## src/rtl/sor_stencil_3d_point_assert.svh

```systemverilog
// ----------------------------------------------------------------------------
// SOR stencil assertion macros
// Assertion shorthands for the SOR stencil block; empty under synthesis.
// ----------------------------------------------------------------------------
`ifndef SOR_STENCIL_3D_POINT_ASSERT_SVH
`define SOR_STENCIL_3D_POINT_ASSERT_SVH

`ifndef SYNTHESIS
`define SOR_ASSERT_IMP(lbl, ante, cons) \
  lbl: assert property (@(posedge clk_i) disable iff (!rst_ni) (ante) |-> (cons)) \
    else $error("sor: assertion failed");
`define SOR_ASSERT_NXT(lbl, ante, cons) \
  lbl: assert property (@(posedge clk_i) disable iff (!rst_ni) (ante) |=> (cons)) \
    else $error("sor: assertion failed");
`else
`define SOR_ASSERT_IMP(lbl, ante, cons)
`define SOR_ASSERT_NXT(lbl, ante, cons)
`endif

`endif

```

## src/rtl/sor_pkg.sv

```systemverilog
// ----------------------------------------------------------------------------
// SOR stencil package
// Grid geometry, arithmetic widths, command and status types.
// ----------------------------------------------------------------------------
package sor_pkg;

  localparam int SIZE_X = 16;
  localparam int SIZE_Y = 16;
  localparam int SIZE_Z = 16;
  localparam int EXT_X  = SIZE_X + 2;
  localparam int EXT_Y  = SIZE_Y + 2;
  localparam int EXT_Z  = SIZE_Z + 2;
  localparam int DEPTH  = EXT_X * EXT_Y * EXT_Z;
  localparam int ADDR_W = $clog2(DEPTH);

  localparam int POS_W   = 5;
  localparam int DATA_W  = 32;
  localparam int FRAC_W  = 16;
  localparam int RELAX_W = 18;

  localparam logic [RELAX_W-1:0] RELAX_RESET = 18'd65536;

  localparam logic OP_LOAD    = 1'b0;
  localparam logic OP_COMPUTE = 1'b1;

  // Accumulator starts at 3 + 3*2^35 so that the halved sum is the biased,
  // always positive dividend of the divide by three.
  localparam int SUM_W = 37;
  localparam logic [SUM_W-1:0] SUM_INIT = 37'h18_0000_0003;

  localparam int DIV_W     = SUM_W - 1;
  localparam int DIV_BITS  = 6;
  localparam int DIV_STEPS = DIV_W / DIV_BITS;
  localparam logic [2:0] DIV_BY = 3'd3;
  localparam logic [DIV_W-1:0] QUOT_BIAS = 36'h4_0000_0000;

  localparam int DIFF_W  = 35;
  localparam int DLO_W   = 17;
  localparam int DHI_W   = DIFF_W - DLO_W;
  localparam int PROD_W  = RELAX_W + 1 + DHI_W;
  localparam int RND_W   = PROD_W + DLO_W;
  localparam int RES_W   = RND_W - FRAC_W;
  localparam int SAT_W   = RES_W + 1;
  localparam logic [RND_W-1:0] RND_HALF = 54'd32768;

  localparam int CNT_W     = 3;
  localparam int NBR_READS = 7;
  localparam int NBR_LAST  = NBR_READS - 1;

  localparam int CFG_ADDR_W  = 3;
  localparam int CFG_IDX_LSB = 2;
  localparam logic [CFG_ADDR_W-CFG_IDX_LSB-1:0] REG_RELAX = 1'b0;

  typedef logic [POS_W-1:0]  pos_t;
  typedef logic [ADDR_W-1:0] addr_t;

  localparam pos_t POS_ONE   = pos_t'(1);
  localparam pos_t POS_TOP_X = pos_t'(SIZE_X);
  localparam pos_t POS_MAX_X = pos_t'(SIZE_X + 1);
  localparam pos_t POS_MAX_Y = pos_t'(SIZE_Y + 1);
  localparam pos_t POS_TOP_Z = pos_t'(SIZE_Z);
  localparam pos_t POS_MAX_Z = pos_t'(SIZE_Z + 1);

  typedef enum logic [3:0] {
    NB_CENTRE  = 4'd0,
    NB_XP      = 4'd1,
    NB_XM      = 4'd2,
    NB_YP      = 4'd3,
    NB_YM      = 4'd4,
    NB_ZP      = 4'd5,
    NB_ZM      = 4'd6,
    NB_WRAP_LO = 4'd7,
    NB_WRAP_HI = 4'd8
  } nbr_e;

  typedef enum logic [0:0] {
    DST_CENTRE = 1'b0,
    DST_ACC    = 1'b1
  } dst_e;

  typedef enum logic [1:0] {
    OUT_ZERO   = 2'd0,
    OUT_CENTRE = 2'd1,
    OUT_RELAX  = 2'd2
  } out_sel_e;

  localparam nbr_e NBR_ORDER [NBR_READS] = '{
    NB_CENTRE, NB_XP, NB_XM, NB_YP, NB_YM, NB_ZP, NB_ZM
  };

  typedef struct packed {
    logic     capture;
    logic     mem_we;
    logic     rd_en;
    nbr_e     nbr;
    dst_e     dst;
    logic     div_en;
    logic     div_first;
    logic     diff_en;
    logic     mul_en;
    logic     mul_hi;
    logic     round_en;
    logic     out_load;
    out_sel_e out_sel;
  } cmd_t;

  typedef struct packed {
    logic is_load;
    logic in_grid;
    logic face_xhi;
    logic face_xlo;
    logic face_yhi;
    logic face_ylo;
    logic z_inner;
    logic out_full;
  } status_t;

endpackage

```

## src/rtl/sor_ctrl.sv

```systemverilog
// ----------------------------------------------------------------------------
// SOR stencil controller
// Sequences loads, neighbor reads, divide, multiply and result hand-off.
// ----------------------------------------------------------------------------
module sor_ctrl (
  input  logic              clk_i,
  input  logic              rst_ni,
  input  logic              in_valid_i,
  output logic              in_ready_o,
  input  sor_pkg::status_t  status_i,
  output sor_pkg::cmd_t     cmd_o
);

  typedef enum logic [11:0] {
    S_IDLE      = 12'b0000_0000_0001,
    S_CLASS     = 12'b0000_0000_0010,
    S_RD        = 12'b0000_0000_0100,
    S_DRAIN     = 12'b0000_0000_1000,
    S_DIV       = 12'b0000_0001_0000,
    S_DIFF      = 12'b0000_0010_0000,
    S_MUL_LO    = 12'b0000_0100_0000,
    S_MUL_HI    = 12'b0000_1000_0000,
    S_ROUND     = 12'b0001_0000_0000,
    S_FACE_WAIT = 12'b0010_0000_0000,
    S_DONE      = 12'b0100_0000_0000,
    S_SPARE     = 12'b1000_0000_0000
  } state_e;

  state_e                  state_q, state_d;
  logic [sor_pkg::CNT_W-1:0] cnt_q, cnt_d;
  sor_pkg::out_sel_e       out_sel_q, out_sel_d;

  assign in_ready_o = (state_q == S_IDLE);

  always_comb begin
    state_d   = state_q;
    cnt_d     = cnt_q;
    out_sel_d = out_sel_q;
    cmd_o         = '0;
    cmd_o.nbr     = sor_pkg::NB_CENTRE;
    cmd_o.dst     = sor_pkg::DST_CENTRE;
    cmd_o.out_sel = out_sel_q;
    unique case (state_q)
      S_IDLE: begin
        if (in_valid_i) begin
          cmd_o.capture = 1'b1;
          state_d       = S_CLASS;
        end
      end
      S_CLASS: begin
        if (status_i.is_load) begin
          cmd_o.mem_we = status_i.in_grid;
          state_d      = S_IDLE;
        end else if (!status_i.in_grid) begin
          out_sel_d = sor_pkg::OUT_ZERO;
          state_d   = S_DONE;
        end else if (status_i.face_xhi || status_i.face_xlo ||
                     status_i.face_yhi || status_i.face_ylo) begin
          cmd_o.rd_en = 1'b1;
          if (status_i.face_xhi) begin
            cmd_o.nbr = sor_pkg::NB_WRAP_LO;
          end else if (status_i.face_xlo) begin
            cmd_o.nbr = sor_pkg::NB_WRAP_HI;
          end else if (status_i.face_yhi) begin
            cmd_o.nbr = sor_pkg::NB_XM;
          end else begin
            cmd_o.nbr = sor_pkg::NB_CENTRE;
          end
          out_sel_d = sor_pkg::OUT_CENTRE;
          state_d   = S_FACE_WAIT;
        end else if (status_i.z_inner) begin
          cmd_o.rd_en = 1'b1;
          cnt_d       = sor_pkg::CNT_W'(1);
          out_sel_d   = sor_pkg::OUT_RELAX;
          state_d     = S_RD;
        end else begin
          out_sel_d = sor_pkg::OUT_ZERO;
          state_d   = S_DONE;
        end
      end
      S_RD: begin
        cmd_o.rd_en = 1'b1;
        cmd_o.nbr   = sor_pkg::NBR_ORDER[cnt_q];
        cmd_o.dst   = sor_pkg::DST_ACC;
        if (cnt_q == sor_pkg::CNT_W'(sor_pkg::NBR_LAST)) begin
          state_d = S_DRAIN;
        end else begin
          cnt_d = cnt_q + 1'b1;
        end
      end
      S_DRAIN: begin
        cnt_d   = '0;
        state_d = S_DIV;
      end
      S_DIV: begin
        cmd_o.div_en    = 1'b1;
        cmd_o.div_first = (cnt_q == '0);
        if (cnt_q == sor_pkg::CNT_W'(sor_pkg::DIV_STEPS - 1)) begin
          state_d = S_DIFF;
        end else begin
          cnt_d = cnt_q + 1'b1;
        end
      end
      S_DIFF: begin
        cmd_o.diff_en = 1'b1;
        state_d       = S_MUL_LO;
      end
      S_MUL_LO: begin
        cmd_o.mul_en = 1'b1;
        state_d      = S_MUL_HI;
      end
      S_MUL_HI: begin
        cmd_o.mul_en = 1'b1;
        cmd_o.mul_hi = 1'b1;
        state_d      = S_ROUND;
      end
      S_ROUND: begin
        cmd_o.round_en = 1'b1;
        state_d        = S_DONE;
      end
      S_FACE_WAIT: begin
        state_d = S_DONE;
      end
      S_DONE: begin
        if (!status_i.out_full) begin
          cmd_o.out_load = 1'b1;
          state_d        = S_IDLE;
        end
      end
      default: begin
        state_d = S_IDLE;
      end
    endcase
  end

  always_ff @(posedge clk_i or negedge rst_ni) begin
    if (!rst_ni) begin
      state_q   <= S_IDLE;
      cnt_q     <= '0;
      out_sel_q <= sor_pkg::OUT_ZERO;
    end else begin
      state_q   <= state_d;
      cnt_q     <= cnt_d;
      out_sel_q <= out_sel_d;
    end
  end

endmodule

```

## config.mk

```make
export PLATFORM = sky130hd
export DESIGN_NAME = sor_ctrl
export DESIGN_NICKNAME = d
export VERILOG_FILES = /design/src/rtl/sor_stencil_3d_point_assert.svh /design/src/rtl/sor_pkg.sv /design/src/rtl/sor_ctrl.sv
export SDC_FILE = /design/constraint.sdc
export NUM_CORES = 1
export LEC_CHECK = 0
export ABC_AREA = 1
export ABC_CLOCK_PERIOD_IN_PS = 1800
export BUFFER_PORTS_ARGS = -buffer_cell sky130_fd_sc_hd__buf_2
export CORE_MARGIN = 2
export CORE_UTILIZATION = 45
export DETAILED_ROUTE_END_ITERATION = 7
export HOLD_SLACK_MARGIN = 0.02
export PLACE_DENSITY = 0.69
export SLEW_MARGIN = 20
export SYNTH_ARGS = -nofsm -noshare
export SYNTH_HDL_FRONTEND = slang
export SYNTH_SLANG_ARGS = --single-unit
```

## constraint.sdc

```tcl
create_clock -name clk_i -period 1.8 [get_ports clk_i]
set_input_delay 0.09 -clock clk_i [delete_from_list [all_inputs] [get_ports clk_i]]
set_output_delay 0.09 -clock clk_i [all_outputs]
set_load 0.01 [all_outputs]
```

# Word level (Yosys, flattened, before mapping)
# Memories as Yosys holds them, arrays and structs flattened.
# Cells that the tools add are included.
[totals]
in_bits = 11
wordCells = 83
output_inout_bits = 18
rom_bits = 32
ff_bits = 17
mem_count = 1
[classes]
bitwise = 2
addsub = 1
n_reduce_logical = 10
mux = 42
eq_ne = 23
n_lt_le_gt_ge = 1
[mem_list]
columns = ["name", "depth", "width", "read_ports", "rd_ports_with_merged_regs", "wr", "line_no", "source"]
rows = [
  ["(name not given)", 8, 4, 1, 0, 0, "sor_ctrl.sv:83", "cmd_o.nbr = sor_pkg::NBR_ORDER[cnt_q];"],
]
[ops]
columns = ["op", "n"]
rows = [
  ["$pmux 12 s10", 1],
  ["$mux 12", 4],
  ["$mux 11", 4],
  ["$mux 4", 5],
  ["$ne 2x2->1 const B", 10],
  ["$mux 3", 6],
  ["$mux 1", 13],
  ["$eq 12x1->1 const B", 1],
  ["$eq 12x10->1 const B", 1],
  ["$eq 12x11->1 const B", 1],
  ["$eq 12x2->1 const B", 1],
  ["$eq 12x3->1 const B", 1],
  ["$eq 12x4->1 const B", 1],
  ["$eq 12x5->1 const B", 1],
  ["$eq 12x6->1 const B", 1],
  ["$eq 12x7->1 const B", 1],
  ["$eq 12x8->1 const B", 1],
  ["$eq 12x9->1 const B", 1],
  ["$pmux 3 s4", 1],
  ["$mux 2", 5],
  ["$mux 5", 2],
  ["$pmux 5 s2", 1],
  ["$reduce_and 7->1", 1],
  ["$eq 3x3->1 const B", 2],
  ["other kinds (10)", 13],
]

# Longest topological paths before layout
[logic_depth]
depth_word = 7
depth_mapped = 11
ltp_nobuf = 11

# Worst setup path before layout
# Ideal clock, no wire load.
[synth_path]
path_type = "register to output"
from = "register state_q[8]"
to = "output port cmd_o[14] in the netlist's numbering"
arrival_ns = 1.346
n_path_buf = 0
stages_incl_launch_ff = 8
t_required_ns = 1.710
path_slack_ns = 0.364
cell_sequence = "dfrtp_1 nor2_2 nand2_2 nor2_8 nand2_2 nor2_2 inv_1 o21ai_0"
[synth_lines]
columns = ["item", "line_no", "source"]
rows = [
  ["start: declaration", "sor_ctrl.sv:29", "state_e state_q, state_d;"],
  ["start signal: assignment", "sor_ctrl.sv:142", "state_q <= state_d;"],
  ["end: declaration", "sor_ctrl.sv:11", "output sor_pkg::cmd_t cmd_o"],
]

==> metrics <==
status completed; commonest non-fill, non-tap cells in the layout nand2_1 (40), inv_1 (36), buf_2 (28), nor2_1 (22), dfrtp_1 (15); fillcell total approximately 230; Rel. slew slack 0.760; antenna cells 0; Vias per Instance about 4.8; Root Driver clkbuf_4; max-cap viol count 0; worst hold path type input port to flip-flop; synthesis warning total 0; Worst Path Arrival about 1600 ps; max frequency 0.577 GHz; worst slack at placement approximately 240 ps; number of nets in the layout ~230; Starting Density 0.468; register area ~400 um2; critical path capture point type output pin; most common cell after layout, fill and taps aside nand2_1; HPWL after DPL 2020 um; initial DRC count 15; drt drc 0; initial antenna violation count 0; leakage around 0.87 nW; PwrDens 771 nW/um2; Final Core Density 0.586; crit path from state_q[7]; R2R cell count 9; vias in the first global route 964; Final ANT Viol Nets 0; Worst-Skew Late Latency slightly below 300 ps; critical path depth 8; CP Max Fanout 4; area of the multi-input gates around 620 um2; Final setup viols 0; Critical R2R Capture cnt_q[0]; Crit path largest cell delay between 400 and 500 ps; final critical-path share of the clock period 0.963; CTS tree built; family with the most delay on the worst path simple AND/OR/NAND/NOR gates; GPL Wtd Cong about 0.8; TritonCTS Buffers 3; crit start category flip-flop; Layout area overhead 25.2%; total wire length about 2500 um; htree depth 1; CTS clock-pin slew for the worst setup and hold paths around 90 ps; die height about 55 um; Pre-antenna DRT Iters 4; Synth top area share 0.327; Reg-to-Reg Start state_q[7]; Global Route Usage Sum 0.189; global-route wire length before repair between 4000 and 5000 um; I/O Pins 29; register bit count reported by yosys 16; type of the worst setup path flip-flop to output pin; pin count of the biggest net entering global routing 17; chip width 54.5 um; Fin Clk Skew 2.86 ps; Row Count 18; RSZ-0062 raised after global routing yes; crit path to cmd_o[11]; DR WL/cell 10.5 um; Peak VDD IR roughly 0.48 mV; Sink Count 16; clk buf depth 2; Netlist cell types 23; CP bufs+invs 1; Fin. Hold Viols 0; die area 2970 um2; # port buffers 28; Period minus WS final between 1500 and 2000 ps; syn avg cell area 6.80 um2; most used cell along the critical path nand2_2; max-slew violations 0; via count about 1200; post-synthesis cell area about 1100 um2; total grt overflow 0; ratio of cells with drive above 1 in the final layout 0.292; Slowest cell on crit path dfrtp_1; Synth area leaders dfrtp_1 (33%), nand2_1 (13%), inv_1 (12%); post-synth top area cell dfrtp_1; Seq/Total Area, Yosys 0.350; syn nets 184; worst path required time about 1700 ps; setup ws final around 66 ps; Core ar. ~2500 um2; Worst Tran Pin Value between 300 and 400 ps; post-synthesis instance total 169; R2R setup slack around 230 ps; cell chain of the critical path nor2_2 > nand2_2 > nor2_8 > nand2_2 > nor2_4 > nand2_2 > o22ai_1 > buf_2
-- sequential cells by signal, summed over array words and instances (netlist names) --
register   count
cnt_q          3
out_sel_q      2
state_q       11
-- synthesized netlist by cell type --
library cell	count
nand2_1	41
inv_1	36
nor2_1	24
dfrtp_1	15
nand3_1	8
nor3_1	6
o21ai_0	5
a21oi_1	4
ha_1	4
nand2_2	4
nor2_2	4
nand2_4	3
o22ai_1	3
nor2_4	2
o21ai_1	2
a21oi_2	1
dfstp_2	1
inv_2	1
nand4_1	1
nand4_2	1
nor2_8	1
nor3_2	1
nor4_1	1
-- what timing repair did --
| item | CTS | global route |
|---|---|---|
| endpoints found under the setup margin | 5 | 8 |
| pin swaps | 2 | 2 |
| endpoints found under the hold margin | 16 | 0 |
| gates resized for setup | 1 | 4 |
| hold buffers | 1 | 0 |
| buffers inserted | 2 | 5 |
-- worst min-delay path by stage --
stage	from	to	slack, ps	depth (start not counted)
2_1_floorplan	rst_ni	cnt_q[0]	-210	0
3_3_place_gp	rst_ni	out_sel_q[1]	20	1
3_5_place_dp	rst_ni	out_sel_q[1]	20	1
4_1_cts	in_valid_i	state_q[1]	60	3
5_1_grt	in_valid_i	state_q[1]	80	3
6_report	in_valid_i	state_q[1]	60	3
-- layer usage --
metal  wire length (um)  track usage
met1               1190        0.250
met2               1160        0.319
met3                130       0.0273
met4                 23       0.0542
met5                  0            0
-- stage by stage --
| stage | total power, mW | std cells | hold WS (ps) | setup TNS (ps) | area, um2 |
|---|---|---|---|---|---|
| floorplan | 0.748 | 169 | -206 | 0 | 1150 |
| detailed placement | 0.861 | 227 | 24.9 | 0 | 1330 |
| CTS | 1.11 | 234 | 63.9 | 0 | 1390 |
| global route | 1.18 | 239 | 81.6 | -102 | 1440 |
| global placement | 0.854 | 227 | 21.2 | 0 | 1330 |
| finish | 1.11 | 239 | 56.5 | 0 | 1440 |
-- cells by family (layout without fill, tap and decap cells) --
kind of cell / after synthesis / count (layout) / share of synthesized area
buffers and inverters: 37 / 77 / 0.121
AO/OA/AOI/OAI: 15 / 15 / 0.0719
flip-flops: 16 / 16 / 0.350
adder cells (fa/ha/maj): 4 / 4 / 0.0436
AND/OR/NAND/NOR: 97 / 97 / 0.414
-- area by class of cell --
class / instances / share of cell area
Clock buffer: 4 / 0.0252
Inverter: 37 / 0.0966
Tap cell: 30 / 0.0261
Multi-Input combinational cell: 116 / 0.432
Sequential cell: 16 / 0.279
Timing Repair Buffer: 36 / 0.141
-- tightest hold or removal path: stages --
cell    delay, ps
buf_2          90
inv_1          80
nor2_1         50
-- power by group --
part / switching (mW) / internal, mW
Sequential: 0.0289 / 0.408
Combinational: 0.277 / 0.153
Clock: 0.119 / 0.123
Total: 0.425 / 0.684
(Power assumes the default switching activity.)
